[src/assert_macros.svh]
// assertion macros shared by the envelope generator modules
// no dependencies
`ifndef ASSERT_MACROS_SVH
`define ASSERT_MACROS_SVH

// checked on every rising edge outside reset
`define ASSERT_CLK(label, clk, rst, prop, msg) \
  label: assert property (@(posedge clk) disable iff (rst) prop) else $error(msg);

// checked on every rising edge, reset included
`define ASSERT_ALWAYS(label, clk, prop, msg) \
  label: assert property (@(posedge clk) prop) else $error(msg);

`endif

[src/adsr_pkg.sv]
// shared types and constants of the adsr envelope generator
// no dependencies
package adsr_pkg;

  localparam int LEVEL_BITS_DEFAULT = 12;
  localparam int KNOB_BITS          = 10;
  localparam int MORPH_BITS         = 10;
  localparam int SPEED_BITS         = 11;
  localparam int PHASE_BITS         = 3;
  localparam int CFG_INDEX_BITS     = 4;
  localparam int CFG_DATA_BITS      = 11;
  localparam int SMOOTH_SHIFT       = 3;
  localparam int STEP_SHIFT         = 8;
  localparam int MORPH_SHIFT        = 9;

  localparam logic [MORPH_BITS-1:0] MORPH_RESET = 10'd512;
  localparam logic [SPEED_BITS-1:0] SPEED_RESET = 11'd256;
  localparam logic [SPEED_BITS-1:0] SPEED_MIN   = 11'd5;
  localparam logic [SPEED_BITS-1:0] SPEED_MAX   = 11'd1100;

  localparam logic [CFG_INDEX_BITS-1:0] CFG_CURVE_MORPH = 4'd0;
  localparam logic [CFG_INDEX_BITS-1:0] CFG_TIME_SPEED  = 4'd1;

  typedef enum logic [PHASE_BITS-1:0] {
    PH_IDLE    = 3'd0,
    PH_ATTACK  = 3'd1,
    PH_DECAY   = 3'd2,
    PH_SUSTAIN = 3'd3,
    PH_RELEASE = 3'd4
  } phase_t;

  typedef struct packed {
    logic busy;
    logic done;
  } div_status_t;

endpackage

[src/adsr_div.sv]
// radix-2 restoring divider, one quotient bit per cycle
// depends on adsr_pkg and assert_macros.svh
`include "assert_macros.svh"

module adsr_div #(
  parameter int NUM_BITS = 15,
  parameter int DEN_BITS = 11
) (
  input  logic                clk,
  input  logic                rst,
  input  logic                start,
  input  logic [NUM_BITS-1:0] num,
  input  logic [DEN_BITS-1:0] den,
  output adsr_pkg::div_status_t status,
  output logic [NUM_BITS-1:0] quot
);

  localparam int CNT_BITS = $clog2(NUM_BITS + 1);

  logic [NUM_BITS-1:0] quo;
  logic [DEN_BITS-1:0] rem;
  logic [DEN_BITS-1:0] dsr;
  logic [CNT_BITS-1:0] cnt;
  logic                busy;
  logic                done;
  logic [DEN_BITS:0]   trial;
  logic                fits;

  assign trial = {rem, quo[NUM_BITS-1]};
  assign fits  = trial >= {1'b0, dsr};

  always_ff @(posedge clk) begin
    if (rst) begin
      busy <= 1'b0;
      done <= 1'b0;
      cnt  <= '0;
    end else begin
      done <= 1'b0;
      if (start) begin
        quo  <= num;
        rem  <= '0;
        dsr  <= den;
        cnt  <= CNT_BITS'(NUM_BITS);
        busy <= 1'b1;
      end else if (busy) begin
        if (fits) begin
          rem <= DEN_BITS'(trial - {1'b0, dsr});
        end else begin
          rem <= trial[DEN_BITS-1:0];
        end
        quo <= {quo[NUM_BITS-2:0], fits};
        cnt <= cnt - 1'b1;
        if (cnt == CNT_BITS'(1)) begin
          busy <= 1'b0;
          done <= 1'b1;
        end
      end
    end
  end

  assign status.busy = busy;
  assign status.done = done;
  assign quot        = quo;

  `ASSERT_CLK(a_start_busy, clk, rst, start |=> busy, "divider did not start")
  `ASSERT_CLK(a_done_idle, clk, rst, done |-> !busy, "divider done while busy")

endmodule

[src/adsr_mul.sv]
// shared multiplier with registered product
// depends on nothing but its width parameter
module adsr_mul #(
  parameter int WIDTH = 12
) (
  input  logic               clk,
  input  logic               en,
  input  logic [WIDTH-1:0]   a,
  input  logic [WIDTH-1:0]   b,
  output logic [2*WIDTH-1:0] prod
);

  always_ff @(posedge clk) begin
    if (en) begin
      prod <= a * b;
    end
  end

endmodule

[src/adsr_envelope_with_curve_morph_top.sv]
// adsr envelope generator with curve morph: sequencer, knob smoothing, phase update
// depends on adsr_pkg, adsr_div, adsr_mul and assert_macros.svh
// Each input word is one control tick and yields one output word. A new tick is
// accepted only once the word of the previous tick has been written to the output
// register. The segment step comes from a radix-2 divider that resolves one
// quotient bit per cycle, and the curve shaping runs four products through one
// shared multiplier. s_tready is high only while no tick is in flight; a finished
// word waits in the output register and the next tick is accepted meanwhile, but
// that tick then holds in its last cycle until the waiting word is taken.
// Configuration writes are taken at any time outside reset and are meant for idle
// periods; an out-of-range speed stores the nominal 256.
`include "assert_macros.svh"

module adsr_envelope_with_curve_morph_top #(
  parameter int LEVEL_BITS = adsr_pkg::LEVEL_BITS_DEFAULT
) (
  input  logic                                        clk,
  input  logic                                        rst,
  input  logic                                        s_tvalid,
  output logic                                        s_tready,
  // sample_first [9:0], sample_second [19:10], zero pad
  input  logic [23:0]                                 s_tdata,
  // gate
  input  logic                                        s_tuser,
  output logic                                        m_tvalid,
  input  logic                                        m_tready,
  // shaped_level, raw_level, phase, zero pad
  output logic [((2*LEVEL_BITS+10)/8)*8-1:0]          m_tdata,
  input  logic                                        cfg_valid,
  output logic                                        cfg_ready,
  input  logic [adsr_pkg::CFG_INDEX_BITS-1:0]         cfg_index,
  input  logic [adsr_pkg::CFG_DATA_BITS-1:0]          cfg_data
);

  localparam int LB      = LEVEL_BITS;
  localparam int KB      = adsr_pkg::KNOB_BITS;
  localparam int SB      = adsr_pkg::SPEED_BITS;
  localparam int NUM_W   = LB + SB - adsr_pkg::STEP_SHIFT;
  localparam int DEN_W   = KB + 1;
  localparam int M_W     = ((2*LEVEL_BITS+10)/8)*8;
  localparam int PAD_W   = M_W - 2*LB - adsr_pkg::PHASE_BITS;
  localparam int SUM_W   = 2*LB + 1;
  localparam logic [LB-1:0] LEVEL_MAX = {LB{1'b1}};

  typedef enum logic [3:0] {
    S_IDLE,
    S_SMOOTH,
    S_DIV_START,
    S_DIV,
    S_UPDATE,
    S_MUL_VV,
    S_MUL_II,
    S_MUL_A,
    S_MUL_B,
    S_FIN
  } state_t;

  state_t                  state;
  adsr_pkg::phase_t        phase;
  adsr_pkg::phase_t        phase_next;
  logic [LB-1:0]           level;
  logic [LB-1:0]           level_next;
  logic [KB-1:0]           attack_knob;
  logic [KB-1:0]           decay_knob;
  logic [KB-1:0]           sustain_knob;
  logic [KB-1:0]           release_knob;
  logic [adsr_pkg::MORPH_BITS-1:0] curve_morph;
  logic [SB-1:0]           time_speed;

  logic                    gate;
  logic [KB-1:0]           sample_first;
  logic [KB-1:0]           sample_second;
  logic [LB-1:0]           expo;
  logic [LB-1:0]           logv;
  logic [2*LB-1:0]         prod_a;

  logic [LB-1:0]           out_shaped;
  logic [LB-1:0]           out_raw;
  adsr_pkg::phase_t        out_phase;
  logic                    fin_fire;

  logic [KB-1:0]           knob_sel;
  logic [LB+SB-1:0]        speed_scaled;
  logic                    div_start;
  adsr_pkg::div_status_t   div_stat;
  logic [NUM_W-1:0]        quot;
  logic [NUM_W-1:0]        step;
  logic [LB+3:0]           step_ext;
  logic [LB+3:0]           level_ext;
  logic [LB+3:0]           target_ext;
  logic [LB-1:0]           target;

  logic                    mul_en;
  logic [LB-1:0]           mul_a;
  logic [LB-1:0]           mul_b;
  logic [2*LB-1:0]         prod;
  logic [LB-1:0]           inv;
  logic [8:0]              weight;
  logic [SUM_W-1:0]        mix_sum;

  function automatic logic [KB-1:0] smooth(input logic [KB-1:0] knob,
                                           input logic [KB-1:0] sample);
    logic [KB+3:0] acc;
    acc = ({1'b0, knob, 3'b000} - {4'b0000, knob}) + {4'b0000, sample};
    return acc[KB+2:adsr_pkg::SMOOTH_SHIFT];
  endfunction

  assign cfg_ready = !rst;
  assign s_tready  = (state == S_IDLE) && !rst;

  always_ff @(posedge clk) begin
    if (rst) begin
      curve_morph <= adsr_pkg::MORPH_RESET;
      time_speed  <= adsr_pkg::SPEED_RESET;
    end else if (cfg_valid) begin
      if (cfg_index == adsr_pkg::CFG_CURVE_MORPH) begin
        curve_morph <= cfg_data[adsr_pkg::MORPH_BITS-1:0];
      end else if (cfg_index == adsr_pkg::CFG_TIME_SPEED) begin
        if (cfg_data < adsr_pkg::SPEED_MIN || cfg_data > adsr_pkg::SPEED_MAX) begin
          time_speed <= adsr_pkg::SPEED_RESET;
        end else begin
          time_speed <= cfg_data;
        end
      end
    end
  end

  // step divider: (LEVEL_MAX * speed / 256) / (knob + 1)
  always_comb begin
    unique case (phase)
      adsr_pkg::PH_DECAY:   knob_sel = decay_knob;
      adsr_pkg::PH_RELEASE: knob_sel = release_knob;
      default:              knob_sel = attack_knob;
    endcase
  end

  assign speed_scaled = ((LB+SB)'(time_speed) << LB) - (LB+SB)'(time_speed);
  assign div_start    = (state == S_DIV_START);

  adsr_div #(
    .NUM_BITS (NUM_W),
    .DEN_BITS (DEN_W)
  ) u_div (
    .clk    (clk),
    .rst    (rst),
    .start  (div_start),
    .num    (speed_scaled[LB+SB-1:adsr_pkg::STEP_SHIFT]),
    .den    ({1'b0, knob_sel} + DEN_W'(1)),
    .status (div_stat),
    .quot   (quot)
  );

  // phase update
  assign step       = (quot == '0) ? NUM_W'(1) : quot;
  assign step_ext   = (LB+4)'(step);
  assign level_ext  = (LB+4)'(level);
  assign target     = LB'(sustain_knob) << (LB - KB);
  assign target_ext = (LB+4)'(target);

  always_comb begin
    phase_next = phase;
    level_next = level;
    unique case (phase)
      adsr_pkg::PH_ATTACK: begin
        if (!gate) begin
          phase_next = adsr_pkg::PH_RELEASE;
        end else if (level_ext + step_ext >= (LB+4)'(LEVEL_MAX)) begin
          level_next = LEVEL_MAX;
          phase_next = adsr_pkg::PH_DECAY;
        end else begin
          level_next = LB'(level_ext + step_ext);
        end
      end
      adsr_pkg::PH_DECAY: begin
        if (!gate) begin
          phase_next = adsr_pkg::PH_RELEASE;
        end else if (level_ext <= target_ext + step_ext) begin
          level_next = target;
          phase_next = adsr_pkg::PH_SUSTAIN;
        end else begin
          level_next = LB'(level_ext - step_ext);
        end
      end
      adsr_pkg::PH_SUSTAIN: begin
        if (!gate) begin
          phase_next = adsr_pkg::PH_RELEASE;
        end else begin
          level_next = target;
        end
      end
      adsr_pkg::PH_RELEASE: begin
        if (gate) begin
          phase_next = adsr_pkg::PH_ATTACK;
        end else if (level_ext <= step_ext) begin
          level_next = '0;
          phase_next = adsr_pkg::PH_IDLE;
        end else begin
          level_next = LB'(level_ext - step_ext);
        end
      end
      default: begin
        level_next = '0;
        phase_next = gate ? adsr_pkg::PH_ATTACK : adsr_pkg::PH_IDLE;
      end
    endcase
  end

  // curve shaping through the shared multiplier
  assign inv    = LEVEL_MAX - level;
  assign weight = curve_morph[8:0];

  always_comb begin
    mul_en = 1'b1;
    mul_a  = level;
    mul_b  = level;
    unique case (state)
      S_MUL_VV: begin
        mul_a = level;
        mul_b = level;
      end
      S_MUL_II: begin
        mul_a = inv;
        mul_b = inv;
      end
      S_MUL_A: begin
        mul_a = curve_morph[adsr_pkg::MORPH_BITS-1] ? level : expo;
        mul_b = LB'(9'd511 - weight);
      end
      S_MUL_B: begin
        mul_a = curve_morph[adsr_pkg::MORPH_BITS-1] ? logv : level;
        mul_b = LB'(weight);
      end
      default: mul_en = 1'b0;
    endcase
  end

  adsr_mul #(
    .WIDTH (LB)
  ) u_mul (
    .clk  (clk),
    .en   (mul_en),
    .a    (mul_a),
    .b    (mul_b),
    .prod (prod)
  );

  assign mix_sum  = SUM_W'(prod_a) + SUM_W'(prod);
  assign fin_fire = (state == S_FIN) && (!m_tvalid || m_tready);

  always_ff @(posedge clk) begin
    if (rst) begin
      state        <= S_IDLE;
      phase        <= adsr_pkg::PH_IDLE;
      level        <= '0;
      attack_knob  <= '0;
      decay_knob   <= '0;
      sustain_knob <= '0;
      release_knob <= '0;
      m_tvalid     <= 1'b0;
    end else begin
      if (fin_fire) begin
        m_tvalid <= 1'b1;
      end else if (m_tready) begin
        m_tvalid <= 1'b0;
      end
      unique case (state)
        S_IDLE: begin
          if (s_tvalid) begin
            gate          <= s_tuser;
            sample_first  <= s_tdata[KB-1:0];
            sample_second <= s_tdata[2*KB-1:KB];
            state         <= S_SMOOTH;
          end
        end
        S_SMOOTH: begin
          if (gate) begin
            sustain_knob <= smooth(sustain_knob, sample_first);
            release_knob <= smooth(release_knob, sample_second);
          end else begin
            attack_knob <= smooth(attack_knob, sample_first);
            decay_knob  <= smooth(decay_knob, sample_second);
          end
          state <= S_DIV_START;
        end
        S_DIV_START: state <= S_DIV;
        S_DIV: begin
          if (div_stat.done) begin
            state <= S_UPDATE;
          end
        end
        S_UPDATE: begin
          phase <= phase_next;
          level <= level_next;
          state <= S_MUL_VV;
        end
        S_MUL_VV: state <= S_MUL_II;
        S_MUL_II: begin
          expo  <= prod[2*LB-1:LB];
          state <= S_MUL_A;
        end
        S_MUL_A: begin
          logv  <= LEVEL_MAX - prod[2*LB-1:LB];
          state <= S_MUL_B;
        end
        S_MUL_B: begin
          prod_a <= prod;
          state  <= S_FIN;
        end
        S_FIN: begin
          if (fin_fire) begin
            out_shaped <= mix_sum[LB+adsr_pkg::MORPH_SHIFT-1:adsr_pkg::MORPH_SHIFT];
            out_raw    <= level;
            out_phase  <= phase;
            state      <= S_IDLE;
          end
        end
        default: state <= S_IDLE;
      endcase
    end
  end

  assign m_tdata = {{PAD_W{1'b0}}, out_phase, out_raw, out_shaped};

  `ASSERT_CLK(a_idle_level_zero, clk, rst, m_tvalid && out_phase == adsr_pkg::PH_IDLE |-> out_raw == '0, "idle word with nonzero level")
  `ASSERT_CLK(a_div_done_wait, clk, rst, div_stat.done |-> state == S_DIV, "divider finished outside wait")
  `ASSERT_CLK(a_accept_smooth, clk, rst, s_tvalid && s_tready |=> state == S_SMOOTH, "accepted word not smoothed next")

endmodule
[config.mk]
export PLATFORM = sky130hd
export DESIGN_NAME = adsr_envelope_with_curve_morph_top
export DESIGN_NICKNAME = d
export VERILOG_FILES = /design/src/adsr_pkg.sv /design/src/adsr_div.sv /design/src/adsr_mul.sv /design/src/adsr_envelope_with_curve_morph_top.sv
export VERILOG_INCLUDE_DIRS = /design/src /design/src/src
export SDC_FILE = /design/constraint.sdc
export NUM_CORES = 1
export LEC_CHECK = 0
export CAP_MARGIN = 10
export CORE_MARGIN = 2
export CORE_UTILIZATION = 50
export DETAILED_ROUTE_END_ITERATION = 10
export DONT_BUFFER_PORTS = 1
export PLACE_DENSITY_LB_ADDON = 0.3
export SLEW_MARGIN = 20
export SYNTH_ARGS = -nofsm -noshare
export SYNTH_HDL_FRONTEND = slang
export SYNTH_HIERARCHICAL = 1
export SYNTH_SLANG_ARGS = --single-unit
export TNS_END_PERCENT = 5
[constraint.sdc]
create_clock -name clk -period 8.3 [get_ports clk]
set_input_delay 1.245 -clock clk [delete_from_list [all_inputs] [get_ports clk]]
set_output_delay 1.245 -clock clk [all_outputs]
set_load 0.02 [all_outputs]
* After elaboration in Yosys (flattened, before gate mapping)
Index checks and enable logic that the tools add are counted.
Cells by class: multiplexer cells 41, bitwise logic cells 4, $add $sub $neg 19, equal/unequal tests 26, reduce and logical (&&, ||, !) cells 27, magnitude comparators 6, multiply operators 1
Operators with widths (count):
- two-way mux 12 bit | 9
- one-hot mux 12 bit (3 select lines) | 2
- adder 13 x 10 -> 13 bit | 4
- subtractor 13 x 10 -> 13 bit | 4
- one-hot mux 12 bit (4 select lines) | 1
- two-way mux 15 bit | 3
- one-hot mux 4 bit (10 select lines) | 1
- two-way mux 11 bit | 3
- adder 12 x 15 -> 16 bit | 2
- multiplier 12 x 12 -> 24 bit | 1
- subtractor 12 bit, first input constant | 2
- subtractor 23 x 11 -> 23 bit | 1
- adder 21 bit | 1
- two-way mux 3 bit | 7
- two-way mux 4 bit | 5
- one-hot mux 10 bit (2 select lines) | 1
- equality test 4 x 3 -> 1 bit, second input constant | 4
- greater-or-equal comparator 16 x 12 -> 1 bit, second input constant | 1
- less-or-equal comparator 12 x 16 -> 1 bit | 1
- AND reduction 2 bit | 8
- less-or-equal comparator 12 x 15 -> 1 bit | 1
- logical NOT 15 bit | 1
- != test 2 bit, second input constant | 7
- equality test 4 x 1 -> 1 bit, second input constant | 3
- 27 further kinds | 51
Storage, ports and cells: bits in registers 241, output and inout bits 35, input bits 45, word-level logic and storage cells 150

* Depth between registers and ports, before layout
word-level depth 7, gate-level depth with buffers 28

* Hierarchy
Netlist, hierarchy kept.
By module, submodules not included:
- adsr_envelope_with_curve_morph_top | cells each 1470, area each 12888.6 um2, times used 1
- adsr_mul | cells each 609, area each 5536.6 um2, times used 1
- adsr_div | cells each 188, area each 2309.7 um2, times used 1

* Worst setup path before layout
Ideal clock, no wire load.
path type flip-flop to flip-flop, start reg state[2], end reg u_mul.prod[16] (data pin), cell stages (with the launch flop) 26, setup slack 1839 ps, clock period less this slack 6461 ps, data required time 8044 ps, data arrival time 6205 ps, cell sequence dfxtp_1 -> clkbuf_1 -> nor2_1 -> nand2_1 -> or2_2 -> clkbuf_1 -> and2_1 -> clkbuf_1 -> a211o_1 -> clkbuf_1 -> and2_1 -> fa_1 -> inv_1 -> fa_1 -> inv_1 -> fa_1 -> fa_1 -> inv_1 -> fa_1 -> inv_1 -> ha_1 -> nand3_2 -> a211oi_2 -> nor2_2 -> a2111o_1 -> and4b_1
On the way: cells in the longest elaborated chain, start to end 3, elaborated cells on any way between the ends 6
RTL lines:
- start, declared | RTL line adsr_envelope_with_curve_morph_top.sv:58 | state_t state;
- start signal, assigned | RTL line adsr_envelope_with_curve_morph_top.sv:252 | state <= S_IDLE;
- start signal, assigned | RTL line adsr_envelope_with_curve_morph_top.sv:272 | state <= S_SMOOTH;
- start signal, assigned | RTL line adsr_envelope_with_curve_morph_top.sv:283 | state <= S_DIV_START;
- equality test 4 bit / equality test 4 x 3 -> 1 bit (equally long branches) | RTL line adsr_envelope_with_curve_morph_top.sv:216 | unique case (state)
- one-hot mux 12 bit (3 select lines) * | RTL line adsr_envelope_with_curve_morph_top.sv:216
- named net mul_a[5] | RTL line adsr_envelope_with_curve_morph_top.sv:94 | logic [LB-1:0] mul_a;
- multiplier 12 x 12 -> 24 bit * | RTL line adsr_mul.sv:15 | prod <= a * b;
- end signal, assigned | RTL line adsr_mul.sv:15
- end, declared | RTL line adsr_mul.sv:10 | output logic [2*WIDTH-1:0] prod
Mark *: on every way through the listed nets, which the timed path passes. The rest lies on a longest branch. A chain may end at the register's enable or synchronous reset.

* Final worst setup path
start reg state[0], end reg u_mul.prod[19] (data pin)
On the way: cells in the longest elaborated chain, start to end 3, elaborated cells on any way between the ends 6
RTL lines:
- equality test 4 bit / equality test 4 x 3 -> 1 bit (equally long branches) | RTL line adsr_envelope_with_curve_morph_top.sv:216
- one-hot mux 12 bit (3 select lines) * | RTL line adsr_envelope_with_curve_morph_top.sv:216
- named net mul_b[8] | RTL line adsr_envelope_with_curve_morph_top.sv:95 | logic [LB-1:0] mul_b;
- multiplier 12 x 12 -> 24 bit * | RTL line adsr_mul.sv:15
Marks and branches as above.

==> impl_metrics.csv <==
group,metric,value,unit
min_path,min_to,"prod_a[5]",
pwr,p_leak,0.00955,uW
min_path,min-delay-start,"u_mul/prod[5]",
floorplanning,start_util,0.508,
sta,setup_violations,0,
drt,wl,52200,um
drt,wl_per_cell,18.9,um
outcome,status,"finished, final reports clean",
clocking,cts_buffer_depth,3,
cells_and_area,drive_gt1_frac,0.0627,
pwr,internal_power,3190,uW
placed_design,place_hpwl,39100,um
clocking,clockRootBuffer,"clkbuf_16",
min_path,hp-class,"register to register",
pwr,p_clk_frac,0.237,
floorplanning,io_pins,80,
pwr,ir_drop,193,uV
setup_path,cp.arrival,7.73,ns
setup_path,slowest_stage,"nor2_2",
drt,vias_per_cell,5.82,
cells_and_area,antenna_cells,0,
setup_path,end_kind,"register",
floorplanning,rows,74,
setup_path,cp_common_cell,"fa_1",
setup_path,r2r_cells,21,
sta,fin_setup_tns,0,ns
global_routing,grt_pass1_vias,15700,
global_routing,use_met1,0.314,
flow_run,drv_cap,0,
clocking,cts_max_level,1,
clocking,cts_buffers,29,
sta,fmax,0.135,GHz
cells_and_area,layout.nets,2574,
pwr,p_sw_frac,0.392,
yosys,ys_warn_count,6,
sta,final.min_clock_period,7.41,ns
cells_and_area,n_fill_cell,3616,
drt,drt_iter0_markers,1321,
drt,first_pass_iters,5,
drt,vias,16100,
sta,min_period_over_period,0.892,
drt,postRouteAntennaNets,0,
setup_path,r2r_start,"state[0]",
sta,slew_viol_final,0,
setup_path,worst_path_largest_cell_delay,0.74,ns
sta,rsz0062_at_grt,"false",
sta,tightestPinTransition,1.06,ns
clocking,cts_setup_buffers,0,
setup_path,r2r_end,"u_mul/prod[19]",
floorplanning,die_w,208,um
min_path,worstHoldPathCells,0,
cells_and_area,syn_to_final_growth,6.53,%
yosys,synth.avg_cell_area,9.15,um^2
setup_path,cp.required,8.62,ns
pwr,power_density,238,mW/mm^2
floorplanning,die_height,208,um
clocking,cts_tree,"yes",
setup_path,path_class,"register to register",
floorplanning,core-area,0.0408,mm^2
clocking,clk_latency,0.60,ns
global_routing,grt_overflow,0,
setup_path,cp_max_fo,23,
clocking,clkTransAtPathRegs,0.06,ns
yosys,synthesis.area,0.0207,mm^2
sta,hold_viol,0,
floorplanning,dieArea,0.0431,mm^2
global_routing,grt.total_usage,0.240,
pwr,p_switching,2060,uW
sta,fin_skew,0.0334,ns
clocking,numClockSinks,241,
drt,drc,0,
yosys,syn-instance-count,2266,
global_routing,use_met2,0.410,
setup_path,cp_cell_sequence,"nand2b_1 -> nor2_2 -> buf_4 -> nand2_1 -> a221o_1 -> and2_1 -> fa_1 -> inv_1 -> fa_1 -> inv_1 -> fa_1 -> fa_1 -> inv_1 -> fa_1 -> inv_1 -> ha_1 -> nand4_1 -> nor2_1 -> a211oi_1 -> o21bai_1 -> xor2_1",
global_routing,use_met3,0.0300,
placed_design,gp_congestion,0.922,
setup_path,reg2reg_slack,0.89,ns
pwr,power.total,5260,uW
global_routing,grt-busiest-layer,"met2",
sta,slew_headroom,0.293,
pwr,seqPwrFrac,0.325,
placed_design,port_buffers,0,
global_routing,antenna_found_initial,0,
global_routing,grt_max_degree,86,
clocking,hold_buffers,0,
setup_path,crit_path_start_kind,"register",
pwr,p_comb_frac,0.437,
clocking,ctsResizeCount,0,
global_routing,grt_pass1_wl,83900,um
layout by cell type (no fill, tap or decap), drive strengths merged, types with 17 or more instances in the layout:
cell	n
fa	132
nor3	44
nor2	127
nand2b	25
edfxtp	154
mux2i	18
a21o	26
xor2	37
a31oi	17
buf	24
nor2b	23
nand3	42
inv	309
xnor2	64
and2	70
or3	17
nand2	243
ha	188
clkbuf	38
o21ai	82
dfxtp	87
a21oi	154
a221oi	23
layer usage:
metal	part of all wire	vias up
li1	-	7655
met1	0.42	7805
met2	0.49	499
met3	0.054	124
met4	0.037	0
met5	0	-
per-stage QoR:
step | cell area, um^2 | hold slack, ns | worst slack, ns | std cells | utilization
2_1_floorplan | 20700 | 0.426 | 1.84 | 2270 | -
3_3_place_gp | 21100 | 0.438 | 1.06 | 2710 | 0.518
3_5_place_dp | 21100 | 0.442 | 0.961 | 2710 | 0.518
4_1_cts | 22100 | 0.455 | 0.911 | 2764 | 0.541
5_1_grt | 22100 | 0.472 | 0.416 | 2764 | 0.541
6_report | 22100 | 0.457 | 0.892 | 2764 | 0.541
sequential cells by signal, summed over array words and instances, names as in the netlist, 3 cells and up:
| signal | cells |
|---|---|
| u_mul/prod | 24 |
| prod_a | 21 |
| u_div/quot | 15 |
| expo | 12 |
| level | 12 |
| logv | 12 |
| out_raw | 12 |
| out_shaped | 12 |
| time_speed | 11 |
| u_div/dsr | 11 |
| u_div/rem | 11 |
| attack_knob | 10 |
| curve_morph | 10 |
| decay_knob | 10 |
| release_knob | 10 |
| sample_first | 10 |
| sample_second | 10 |
| sustain_knob | 10 |
| state | 4 |
| u_div/cnt | 4 |
| out_phase | 3 |
| phase | 3 |
worst max path at each step:
stage                     cells past startpoint     start        endpoint  slack (ns)
after CTS                                    21  state[0]  u_mul/prod[19]        0.91
after global routing                         21  state[0]  u_mul/prod[19]        0.42
after global placement                       21  state[0]  u_mul/prod[19]        1.06
final                                        21  state[0]  u_mul/prod[19]        0.89
after detailed placement                     21  state[0]  u_mul/prod[19]        0.96
after floorplan                              25  state[2]  u_mul/prod[16]        1.84
worst max-delay path, delay by kind of cell (launching register included):
family,cells,cell delay [ns]
compound gates,3,1.30
xor+xnor,1,0.16
fa+ha+maj,6,3.00
buf+inv,5,0.52
flops,1,0.60
simple gates,6,1.53
power groups by stage:
stage	clock (uW)	sequential [uW]	combinational, uW
6_report	1250	1710	2300
3_3_place_gp	0	1730	2180
2_1_floorplan	0	1630	1870
5_1_grt	1320	1730	2610
3_5_place_dp	0	1740	2280
4_1_cts	1280	1710	2290
cell type report:
cell class              count  area, um^2  area share
multi-input cells        1606       12800       0.579
flip-flops and latches    241        6370       0.288
inverters                 307        1150      0.0522
clock buffers              38         800      0.0362
well taps                 532         666      0.0301
repair buffers             24         180     0.00816
clock inverters            16         135     0.00612
Power figures use the tool's default switching activity.
